<file path="src/sv/mp2d_pkg.sv">
package mp2d_pkg;

    // Q8.8 sample
    localparam int DATA_W = 16;
    typedef logic signed [DATA_W-1:0] pixel_t;
    localparam pixel_t PIXEL_MIN = pixel_t'(16'h8000);

    // Register field widths
    localparam int HEIGHT_W = 7;
    localparam int WIDTH_W  = 7;
    localparam int CHAN_W   = 9;
    localparam int KERNEL_W = 3;
    localparam int STRIDE_W = 3;
    localparam int PHASE_W  = 2;

    // Largest stride the phase counters follow
    localparam logic [STRIDE_W-1:0] STRIDE_MAX = 3'd4;

    // Configuration port
    localparam int APB_ADDR_W = 5;
    localparam int APB_DATA_W = 32;
    localparam int REG_IDX_W  = 3;

    localparam logic [REG_IDX_W-1:0] REG_IN_HEIGHT   = 3'd0;
    localparam logic [REG_IDX_W-1:0] REG_IN_WIDTH    = 3'd1;
    localparam logic [REG_IDX_W-1:0] REG_CHANNELS    = 3'd2;
    localparam logic [REG_IDX_W-1:0] REG_KERNEL_SIZE = 3'd3;
    localparam logic [REG_IDX_W-1:0] REG_STRIDE      = 3'd4;

    // Register reset values
    localparam logic [HEIGHT_W-1:0] RST_IN_HEIGHT   = 7'd8;
    localparam logic [WIDTH_W-1:0]  RST_IN_WIDTH    = 7'd8;
    localparam logic [CHAN_W-1:0]   RST_CHANNELS    = 9'd1;
    localparam logic [KERNEL_W-1:0] RST_KERNEL_SIZE = 3'd2;
    localparam logic [STRIDE_W-1:0] RST_STRIDE      = 3'd2;

endpackage

</file>
<file path="src/sv/max_pooling_2d.sv">
// Items that close no window are taken at 1 per cycle; one that closes a k x k window sends the
// sequencer through S_READ (k*k row store reads), S_LAST and S_EMIT, and its word shows on
// pooled_valid once S_EMIT finds the output register free, a waiting output word holding it
// there. No new item is taken until then; the single store read port feeds one comparator.
// Reset (rst_n, asynchronous, active low): registers 8, 8, 1, 2, 2, positions and phases zero.
// The row store is not cleared: every entry a window reads is written earlier in that channel.
module max_pooling_2d #(
    parameter int MAX_WIDTH    = 64,
    parameter int MAX_KERNEL   = 4,
    parameter int MAX_HEIGHT   = 64,
    parameter int MAX_CHANNELS = 256
) (
    input  logic                              clk,
    input  logic                              rst_n,
    input  logic                              pixel_valid,
    output logic                              pixel_ready,
    input  mp2d_pkg::pixel_t                  pixel_value,
    output logic                              pooled_valid,
    input  logic                              pooled_ready,
    output mp2d_pkg::pixel_t                  pooled_value,
    output logic                              frame_last,
    input  logic                              psel,
    input  logic                              penable,
    input  logic                              pwrite,
    input  logic [mp2d_pkg::APB_ADDR_W-1:0]   paddr,
    input  logic [mp2d_pkg::APB_DATA_W-1:0]   pwdata,
    output logic [mp2d_pkg::APB_DATA_W-1:0]   prdata,
    output logic                              pready
);
    import mp2d_pkg::*;

    localparam int CLW   = $clog2(MAX_WIDTH);
    localparam int RW    = $clog2(MAX_HEIGHT);
    localparam int CHW   = (MAX_CHANNELS > 1) ? $clog2(MAX_CHANNELS) : 1;
    localparam int KW    = $clog2(MAX_KERNEL);
    localparam int KVW   = KW + 1;
    localparam int DEPTH = MAX_KERNEL * MAX_WIDTH;
    localparam int AW    = $clog2(DEPTH);
    localparam int M1    = (CLW > RW) ? CLW : RW;
    localparam int M2    = (CHW > CHAN_W) ? CHW : CHAN_W;
    localparam int CW    = ((M1 > M2) ? M1 : M2) + 2;

    localparam logic [CW-1:0] ONE_X = CW'(1);

    typedef enum logic [1:0] {
        S_IDLE,
        S_READ,
        S_LAST,
        S_EMIT
    } state_t;

    state_t state_reg;

    // Configuration registers
    logic [HEIGHT_W-1:0] in_height_reg;
    logic [WIDTH_W-1:0]  in_width_reg;
    logic [CHAN_W-1:0]   channels_reg;
    logic [KERNEL_W-1:0] kernel_size_reg;
    logic [STRIDE_W-1:0] stride_reg;

    // Position of the next word
    logic [CLW-1:0]     col_reg, col_next;
    logic [RW-1:0]      row_reg, row_next;
    logic [CHW-1:0]     chan_reg, chan_next;
    logic [PHASE_W-1:0] col_phase_reg, col_phase_next;
    logic [PHASE_W-1:0] row_phase_reg, row_phase_next;
    logic [KW-1:0]      row_slot_reg, row_slot_next;

    // Window sweep
    logic [KW-1:0]  rd_slot_reg;
    logic [KW-1:0]  rd_off_reg;
    logic [CLW-1:0] base_col_reg;
    logic           rd_pend_reg;
    logic           last_reg;
    pixel_t         best_reg;
    pixel_t         rdata_reg;

    // Output register
    logic   pooled_valid_reg;
    pixel_t pooled_value_reg;
    logic   frame_last_reg;

    // Row store
    pixel_t store [DEPTH];

    logic [CW-1:0]       h_eff, w_eff, nc_eff, k_x, s_x, c_x, r_x, ch_x;
    logic [KVW-1:0]      k_eff;
    logic [STRIDE_W-1:0] s_eff;
    logic                accept, fire, win_last, cfg_write, cfg_hit, rd_off_wrap, rd_done;
    logic [REG_IDX_W-1:0] cfg_idx;
    logic [AW-1:0]       waddr, raddr;

    assign accept       = pixel_valid && pixel_ready;
    assign pixel_ready  = (state_reg == S_IDLE);
    assign pooled_valid = pooled_valid_reg;
    assign pooled_value = pooled_value_reg;
    assign frame_last   = frame_last_reg;
    assign pready    = 1'b1;
    assign cfg_idx   = paddr[APB_ADDR_W-1:2];
    assign cfg_write = psel && penable && pwrite;
    assign cfg_hit   = cfg_idx inside {REG_IN_HEIGHT, REG_IN_WIDTH, REG_CHANNELS,
                                       REG_KERNEL_SIZE, REG_STRIDE};

    // Clamp the sizes to what the counters and store hold
    always_comb
    begin
        if (in_height_reg == '0)
            h_eff = ONE_X;
        else if (CW'(in_height_reg) > CW'(MAX_HEIGHT))
            h_eff = CW'(MAX_HEIGHT);
        else
            h_eff = CW'(in_height_reg);

        if (in_width_reg == '0)
            w_eff = ONE_X;
        else if (CW'(in_width_reg) > CW'(MAX_WIDTH))
            w_eff = CW'(MAX_WIDTH);
        else
            w_eff = CW'(in_width_reg);

        if (channels_reg == '0)
            nc_eff = ONE_X;
        else if (CW'(channels_reg) > CW'(MAX_CHANNELS))
            nc_eff = CW'(MAX_CHANNELS);
        else
            nc_eff = CW'(channels_reg);

        if (kernel_size_reg == '0)
            k_eff = KVW'(1);
        else if (CW'(kernel_size_reg) > CW'(MAX_KERNEL))
            k_eff = KVW'(MAX_KERNEL);
        else
            k_eff = KVW'(kernel_size_reg);

        if (stride_reg == '0)
            s_eff = STRIDE_W'(1);
        else if (stride_reg > STRIDE_MAX)
            s_eff = STRIDE_MAX;
        else
            s_eff = stride_reg;
    end

    assign k_x  = CW'(k_eff);
    assign s_x  = CW'(s_eff);
    assign c_x  = CW'(col_reg);
    assign r_x  = CW'(row_reg);
    assign ch_x = CW'(chan_reg);

    // Does this word close a window on the stride grid, and is it the frame's last window
    assign fire = (r_x + ONE_X >= k_x) && (c_x + ONE_X >= k_x)
               && (row_phase_reg == '0) && (col_phase_reg == '0)
               && (k_x <= h_eff) && (k_x <= w_eff);
    assign win_last = (ch_x + ONE_X == nc_eff) && (r_x + s_x >= h_eff) && (c_x + s_x >= w_eff);

    // Advance positions and phases
    always_comb
    begin
        col_next       = col_reg;
        row_next       = row_reg;
        chan_next      = chan_reg;
        col_phase_next = col_phase_reg;
        row_phase_next = row_phase_reg;
        row_slot_next  = row_slot_reg;
        if (c_x + ONE_X >= k_x)
            col_phase_next = (CW'(col_phase_reg) + ONE_X >= s_x) ? '0
                           : col_phase_reg + PHASE_W'(1);
        if (c_x + ONE_X < w_eff)
            col_next = col_reg + CLW'(1);
        else
        begin
            col_next       = '0;
            col_phase_next = '0;
            if (r_x + ONE_X >= k_x)
                row_phase_next = (CW'(row_phase_reg) + ONE_X >= s_x) ? '0
                               : row_phase_reg + PHASE_W'(1);
            row_slot_next = (CW'(row_slot_reg) + ONE_X >= k_x) ? '0
                          : row_slot_reg + KW'(1);
            if (r_x + ONE_X < h_eff)
                row_next = row_reg + RW'(1);
            else
            begin
                row_next       = '0;
                row_phase_next = '0;
                row_slot_next  = '0;
                chan_next      = (ch_x + ONE_X < nc_eff) ? chan_reg + CHW'(1) : '0;
            end
        end
    end

    // Store addresses: slot times row pitch plus column
    assign waddr = AW'(row_slot_reg) * AW'(MAX_WIDTH) + AW'(col_reg);
    assign raddr = AW'(rd_slot_reg) * AW'(MAX_WIDTH) + AW'(base_col_reg + CLW'(rd_off_reg));

    assign rd_off_wrap = (CW'(rd_off_reg) + ONE_X == k_x);
    assign rd_done     = rd_off_wrap && (CW'(rd_slot_reg) + ONE_X == k_x);

    // Write the incoming word, read one window entry per cycle
    always_ff @(posedge clk)
    begin
        if (accept)
            store[waddr] <= pixel_value;
        if (state_reg == S_READ)
            rdata_reg <= store[raddr];
    end

    // Register readback
    always_comb
    begin
        case (cfg_idx)
            REG_IN_HEIGHT:   prdata = APB_DATA_W'(in_height_reg);
            REG_IN_WIDTH:    prdata = APB_DATA_W'(in_width_reg);
            REG_CHANNELS:    prdata = APB_DATA_W'(channels_reg);
            REG_KERNEL_SIZE: prdata = APB_DATA_W'(kernel_size_reg);
            REG_STRIDE:      prdata = APB_DATA_W'(stride_reg);
            default:         prdata = '0;
        endcase
    end

    // Sequencer, counters, comparator and output register
    always_ff @(posedge clk or negedge rst_n)
    begin
        if (!rst_n)
        begin
            state_reg        <= S_IDLE;
            in_height_reg    <= RST_IN_HEIGHT;
            in_width_reg     <= RST_IN_WIDTH;
            channels_reg     <= RST_CHANNELS;
            kernel_size_reg  <= RST_KERNEL_SIZE;
            stride_reg       <= RST_STRIDE;
            col_reg          <= '0;
            row_reg          <= '0;
            chan_reg         <= '0;
            col_phase_reg    <= '0;
            row_phase_reg    <= '0;
            row_slot_reg     <= '0;
            rd_slot_reg      <= '0;
            rd_off_reg       <= '0;
            base_col_reg     <= '0;
            rd_pend_reg      <= 1'b0;
            last_reg         <= 1'b0;
            best_reg         <= PIXEL_MIN;
            pooled_valid_reg <= 1'b0;
            pooled_value_reg <= '0;
            frame_last_reg   <= 1'b0;
        end
        else
        begin
            // Drop the word once taken
            if (pooled_valid_reg && pooled_ready && (state_reg != S_EMIT))
                pooled_valid_reg <= 1'b0;

            // Fold the fetched entry into the running maximum
            rd_pend_reg <= (state_reg == S_READ);
            if (rd_pend_reg && (rdata_reg > best_reg))
                best_reg <= rdata_reg;

            case (state_reg)
                S_IDLE:
                begin
                    if (accept && fire)
                    begin
                        state_reg    <= S_READ;
                        rd_slot_reg  <= '0;
                        rd_off_reg   <= '0;
                        base_col_reg <= CLW'(c_x + ONE_X - k_x);
                        last_reg     <= win_last;
                        best_reg     <= PIXEL_MIN;
                    end
                end
                S_READ:
                begin
                    if (rd_off_wrap)
                    begin
                        rd_off_reg  <= '0;
                        rd_slot_reg <= rd_slot_reg + KW'(1);
                    end
                    else
                        rd_off_reg <= rd_off_reg + KW'(1);
                    if (rd_done)
                        state_reg <= S_LAST;
                end
                S_LAST:
                    state_reg <= S_EMIT;
                S_EMIT:
                begin
                    // Hold until the output register is free
                    if (!pooled_valid_reg || pooled_ready)
                    begin
                        pooled_valid_reg <= 1'b1;
                        pooled_value_reg <= best_reg;
                        frame_last_reg   <= last_reg;
                        state_reg        <= S_IDLE;
                    end
                end
                default:
                    state_reg <= S_IDLE;
            endcase

            // Register write: take the field and restart the frame; else advance on a word
            if (cfg_write && cfg_hit)
            begin
                case (cfg_idx)
                    REG_IN_HEIGHT:   in_height_reg   <= pwdata[HEIGHT_W-1:0];
                    REG_IN_WIDTH:    in_width_reg    <= pwdata[WIDTH_W-1:0];
                    REG_CHANNELS:    channels_reg    <= pwdata[CHAN_W-1:0];
                    REG_KERNEL_SIZE: kernel_size_reg <= pwdata[KERNEL_W-1:0];
                    REG_STRIDE:      stride_reg      <= pwdata[STRIDE_W-1:0];
                    default:         in_height_reg   <= in_height_reg;
                endcase
                col_reg       <= '0;
                row_reg       <= '0;
                chan_reg      <= '0;
                col_phase_reg <= '0;
                row_phase_reg <= '0;
                row_slot_reg  <= '0;
            end
            else if (accept)
            begin
                col_reg       <= col_next;
                row_reg       <= row_next;
                chan_reg      <= chan_next;
                col_phase_reg <= col_phase_next;
                row_phase_reg <= row_phase_next;
                row_slot_reg  <= row_slot_next;
            end
        end
    end

endmodule

</file>
<file path="config.mk">
export PLATFORM = sky130hd
export DESIGN_NAME = max_pooling_2d
export DESIGN_NICKNAME = d
export VERILOG_FILES = /design/src/sv/mp2d_pkg.sv /design/src/sv/max_pooling_2d.sv
export SDC_FILE = /design/constraint.sdc
export NUM_CORES = 2
export LEC_CHECK = 0
export ABC_AREA = 1
export ABC_CLOCK_PERIOD_IN_PS = 7100
export BUFFER_PORTS_ARGS = -buffer_cell sky130_fd_sc_hd__buf_2
export CORE_AREA = 3 3 541 543
export DETAILED_ROUTE_END_ITERATION = 10
export DIE_AREA = 0 0 544 546
export PLACE_DENSITY = 0.76
export SYNTH_ARGS = -nofsm -noshare
export SYNTH_HDL_FRONTEND = slang
export SYNTH_SLANG_ARGS = --single-unit
</file>
<file path="constraint.sdc">
create_clock -name clk -period 7.1 [get_ports clk]
set_input_delay 0.355 -clock clk [delete_from_list [all_inputs] [get_ports clk]]
set_output_delay 0.355 -clock clk [all_outputs]
set_load 0.02 [all_outputs]
</file>
======== After elaboration in Yosys (flattened, before gate mapping) ========
Memory sizes are Yosys's and may differ from the RTL's. A register that Yosys moved wholly into a read port is not among the register bits.
Index checks and enable logic that the tools add are counted.
storage, ports and cells
  bits in writable memories ............... 4096
  bits of input ports ..................... 60
  bits in registers ....................... 103
  memories kept ........................... 1
  logic and storage cells ................. 181
memories
  memory  words  bits a word  read ports  clocked after Yosys merged registers in  write ports  RTL line              source
  store   256    16           1           1                                        1            max_pooling_2d.sv:84  pixel_t store [DEPTH];
operators by class
  eq/ne operators ......................... 19
  add/sub/neg operators ................... 22
  multiplexer cells ....................... 56
  reductions and logical operators ........ 44
  magnitude comparators ................... 18
operators by type and width
  cell                                                   number
  2-to-1 mux 16 bit                                      3
  one-hot mux 9 bit (5 select lines)                     1
  2-to-1 mux 2 bit                                       22
  2-to-1 mux 6 bit                                       7
  2-to-1 mux 8 bit                                       5
  greater-or-equal comparator 7 x 11 -> 1 bit            2
  less-or-equal comparator 3 x 11 -> 1 bit               2
  2-to-1 mux 7 bit                                       3
  AND reduction 2 bit                                    10
  2-to-1 mux 9 bit                                       2
  greater-than comparator 16 bit                         1
  logical AND 1 bit                                      16
  adder 2 x 1 -> 3 bit (second input constant)           5
  adder 6 x 1 -> 7 bit (second input constant)           2
  adder 6 x 3 -> 7 bit                                   2
  greater-than comparator 7 bit (second input constant)  2
  logical NOT 7 bit                                      2
  adder 6 x 1 -> 6 bit (second input constant)           2
  2-to-1 mux 3 bit                                       4
  AND reduction 3 bit                                    4
  == test 11 bit                                         1
  greater-or-equal comparator 11 x 3 -> 1 bit            1
  < comparator 7 x 11 -> 1 bit                           1
  < comparator 9 x 11 -> 1 bit                           1
  32 further kinds                                       58

======== Longest topological paths before layout ========
  depth after elaboration ................. 12
  gate-level depth with buffers ........... 17

======== Least setup slack after synthesis ========
No wires, ideal clock.
  path type ............................... register to register
  start ................................... register state_reg[0]
  end ..................................... memory store[100][0] (netlist bit), enable pin
  clock period less this slack ............ 2.888 ns
  slack ................................... 4.212 ns
  cell stages (with the launch flop) ...... 9
  required time ........................... 6.712 ns
  data arrival time ....................... 2.499 ns
  path through ............................ dfrtp_1 inv_1 ha_1 nand2_1 clkinv_1 clkbuf_1 nand4_1 clkbuf_1 nor2_1
between the ends
  cells in the longest elaborated chain, start to end .. 4
RTL lines
  element                                 RTL line               source
  start: declaration                      max_pooling_2d.sv:52   state_t state_reg;
  start signal: assignment                max_pooling_2d.sv:224  state_reg <= S_IDLE;
  start signal: assignment                max_pooling_2d.sv:262  state_reg <= S_READ;
  start signal: assignment                max_pooling_2d.sv:280  state_reg <= S_LAST;
  logical NOT 2 bit                       max_pooling_2d.sv:94   assign pixel_ready = (state_reg == S_IDLE);
  via pixel_ready                         max_pooling_2d.sv:16   output logic pixel_ready,
  logical AND 1 bit                       max_pooling_2d.sv:93   assign accept = pixel_valid && pixel_ready;
  2-to-1 mux 1 bit                        max_pooling_2d.sv:200  if (accept)
  2-to-1 mux 1 bit (implied by the code)  max_pooling_2d.sv:201  store[waddr] <= pixel_value;
  end: declaration                        max_pooling_2d.sv:84
The timed path passes the listed nets, and every way through them passes these cells.

======== Final worst setup path ========
  start ................................... register rd_off_reg[0]
  end ..................................... register rdata_reg[11] (read register of store), data pin
between the ends
  cells in the longest elaborated chain, start to end .. 2
RTL lines
  element                   RTL line               source
  start: declaration        max_pooling_2d.sv:71   logic [KW-1:0] rd_off_reg;
  start signal: assignment  max_pooling_2d.sv:278  rd_off_reg <= rd_off_reg + KW'(1);
  adder 6 x 2 -> 7 bit      max_pooling_2d.sv:192  assign raddr = AW'(rd_slot_reg) * AW'(MAX_WIDTH) + AW'(base_col_reg + CLW'(rd_off_reg));
  adder 8 x 7 -> 8 bit      max_pooling_2d.sv:192
  end: declaration          max_pooling_2d.sv:76   pixel_t rdata_reg;
Every way passes these cells.
A chain may end at the register's enable or synchronous reset.

==> metrics.md <==
| Metric | Value |
|---|---|
| Place WS | `between 2000 and 2500 ps` |
| Relative slew slack | `13.09%` |
| Async set-reset flop share out of synthesis | `roughly 2.4%` |
| Crit path max-delay cell type | `fa_4` |
| Final hold vios | `0` |
| Fraction of layout instances using a drive strength above 1 | `under 10%` |
| Commonest cells in the netlist | `nand2_1 (4574), edfxtp_1 (4112), nand3_1 (4020), buf_2 (665), nor2_1 (328)` |
| Met2 WL post-DR | `between 200000 and 250000 um` |
| Routed vias/inst | `about 6.2` |
| R2r setup slk | `approximately 2000 ps` |
| Adder-Cell Fraction of Synth Area | `less than 1%` |
| Initial core utilization | `59.99%` |
| DIE AREA | `around 0.30 mm^2` |
| DP Cell Count | `between 15k and 20k` |
| Core area | `around 0.29 mm^2` |
| Root Buffer | `clkbuf_16` |
| DR WL met3 | `57120 um` |
| Crit-path cells | `ha_4 -> fa_4 -> inv_8 -> buf_12 -> buf_4 -> nand3_1 -> nand3_1 -> nand3_1 -> nand3_1 -> nand2_1 -> nand2_1 -> nand3_1 -> nand3_1 -> nand2_1` |
| Largest family of logic cells by synthesized area | `simple AND/OR/NAND/NOR gates` |
| Fmax | `just under 200 MHz` |
| Worst Hold Endpoint | `store[230][14]` |
| Clock sink count | `between 4k and 5k` |
| Number of detailed-route iterations in the first pass | `8` |
| H-Tree Depth | `5` |
| TNS Setup | `0 ps` |
| RSZ-0062 raised after global routing | `false` |
| Fin. max-slew vios | `0` |
| Largest Register | `store` |
| Die X | `about 540 um` |
| Pleak | `between 60 and 70 nW` |
| Startpoint Class | `flop` |
| Top-count cell post-synth | `nand2_1` |
| Max Fanout on Critical Path | `101` |
| Number of warnings issued by yosys | `0` |
| Yosys top cell area share | `between 70% and 80%` |
| Post-synth top area cell | `edfxtp_1` |
| WP data arrival | `~5700 ps` |
| Die H | `roughly 550 um` |
| Period utilisation layout | `71.67%` |
| Top sig layer | `met5` |
| Wire length of the first global-routing pass | `slightly below 700000 um` |
| #FFs+latches synth | `approximately 4.2k` |
| Max VDD drop | `570.5 uV` |
| Top cells by area, synth | `edfxtp_1 (71%), nand3_1 (12%), nand2_1 (9.9%)` |
| Run status | `finished clean` |
| Hpwl dp | `around 240000 um` |
| CTS buffer count | `slightly above 400` |
| Buf+Inv Stages, Crit Path | `3` |
| CTS tree | `yes` |
| CP dominant cell by count | `nand3_1` |
| Clk slew on worst S/H paths | `about 60 ps` |
| Final nets | `around 15k` |
| PwrDens | `approximately 460 mW/mm^2` |
| Vias | `116.7k` |
| Skew final | `approximately 40 ps` |
| Gr ovfl total | `0` |
| Area grow syn2layout | `10.30%` |
| Largest net degree at the start of global routing | `214` |
| RR Startpoint | `rd_off_reg[0]` |
| Worst hold margin | `33.23 ps` |
| M1 wire length | `165100 um` |
| Placer congestion estimate | `about 0.9` |
| Layout Cells excl Fill | `approximately 19k` |
| Critical Path End Type | `flop` |
| Crit path largest cell delay | `~900 ps` |
| Vias in the first global route | `109.5k` |
| Row cnt | `approximately 200` |
| Mux share of post-synthesis cell area | `0.006514%` |
| Sequential area share after synthesis | `between 70% and 80%` |
| Critical path type | `reg2reg` |
| Gr usage total | `around 30%` |
| Cell family with most CP delay | `buffers and inverters` |
| Synth Cell Area | `0.1729 mm^2` |
| Reg2reg path depth | `14` |
| Max reg flops | `4096` |
| Netlist cell types | `51` |
| Hold depth | `1` |
| Initial antenna violation count | `10` |
| Compound-Gate Fraction of Synth Area | `0.5248%` |
| Initial drt markers | `17.26k` |
| R2R Path End | `rdata_reg[11]` |
| Post-synth EDFFs | `~4.1k` |
| Worst Hold Launch | `pixel_value[14]` |
| Detail Route Antenna Nets | `0` |
| Boundary Pins | `112` |
| Tmin final | `between 5000 and 6000 ps` |
| Slew @ Worst Pin | `~1300 ps` |
| Routed wire per std cell | `24.53 um` |
| Detailed Route WL | `around 460000 um` |
| Final core utilization | `around 66%` |
| Number of port buffers | `62` |
| Post-synth top flop | `edfxtp_1` |
| Clk_lat worst skew | `around 940 ps` |
| Xor and xnor fraction of the mapped netlist area | `less than 1%` |
| Final setup viols | `0` |
| Post-CTS Resized | `0` |
| Worst Path Required | `7750 ps` |
| # DRC | `0` |
| Max cap viols | `0` |
| PnR worst setup slack | `between 2000 and 2500 ps` |
| Average size of a mapped cell | `approximately 12 um^2` |
| HP Class | `in2reg` |
| Synth Area in Simple Gates | `a little under a quarter` |
| Syn Inst Count | `~15k` |
| Clk buf depth | `4` |
[placed cells by master (no fill, tap or decap), drive strengths merged, types with 2 or more instances in the layout]
cell type	instances
o211ai	10
a21oi	39
dfrtp	97
clkbuf	475
a221oi	2
xor2	25
conb	24
o21ai	98
ha	95
nor4	3
fa	3
edfxtp	4112
inv	146
clkinvlp	14
clkinv	188
nor2	334
nor3	15
o22ai	2
or2	3
diode	21
nand2	4583
o21bai	2
buf	482
nand3	4021
bufinv	43
o21a	4
xnor2	3
nand4	26
dlygate4sd3	33
dfstp	6
nand3b	3
[how the worst max path moves through the flow]
stage	slack (ps)	end	start	cells past startpoint
2_1_floorplan	4210	store[100][0]	state_reg[0]	8
3_3_place_gp	2300	rdata_reg[11]	rd_off_reg[0]	14
3_5_place_dp	2250	rdata_reg[11]	rd_off_reg[0]	14
4_1_cts	2200	rdata_reg[11]	rd_off_reg[0]	14
5_1_grt	2010	rdata_reg[11]	rd_off_reg[0]	14
6_report	2010	rdata_reg[11]	rd_off_reg[0]	14
[layout make-up]
class                      count  area (um^2)
fill                       19540        97480
antenna                       21        52.55
sequential                  4215       126100
multi-input combinational   9304        41560
clock buffer                 475        10540
inverter                     135        529.3
clock inverter               256         2495
timing repair buffer         515         4682
tap                         3781         4731
[stage by stage]
stage,cell area (um^2),total power [mW]
floorplan,172900,53.76
global placement,177200,64.04
detailed placement,177200,64.93
CTS,190600,86.13
global route,190600,91.01
finish,190700,86.78
[logic make-up after synthesis]
logic type	after synthesis
AO/OA/AOI/OAI	164
XOR/XNOR	28
adder cells (fa/ha/maj)	98
buffers and inverters	1110
flip-flops	4215
multiplexers	1
other	2
AND/OR/NAND/NOR	8989
[worst register-to-register path: cells and delay by family (launching register included)]
family	cells	cell delay, ps
flip-flops	1	480
adder cells (fa/ha/maj)	2	1130
AND/OR/NAND/NOR	9	1510
buffers and inverters	3	1700
[per-layer routing]
layer  global-route usage, %  up-vias
met4                   14.51       16
met2                   46.60     7824
met1                   41.49    56000
li1                        -    51720
met5                       0        -
met3                   6.566     1187
[report_power, final]
group          switching (mW)  internal, mW  total (mW)
clock                    9.13          12.2        21.3
sequential              0.346          27.7        28.1
combinational            27.4          10.0        37.4
total                    36.9          49.9        86.8
[repair_timing]
action	4_1_cts	5_1_grt
hold endpoints to repair	411	0
hold buffers	34	0
setup buffers	0	0
No activity file was read; power rests on OpenSTA's default activity.
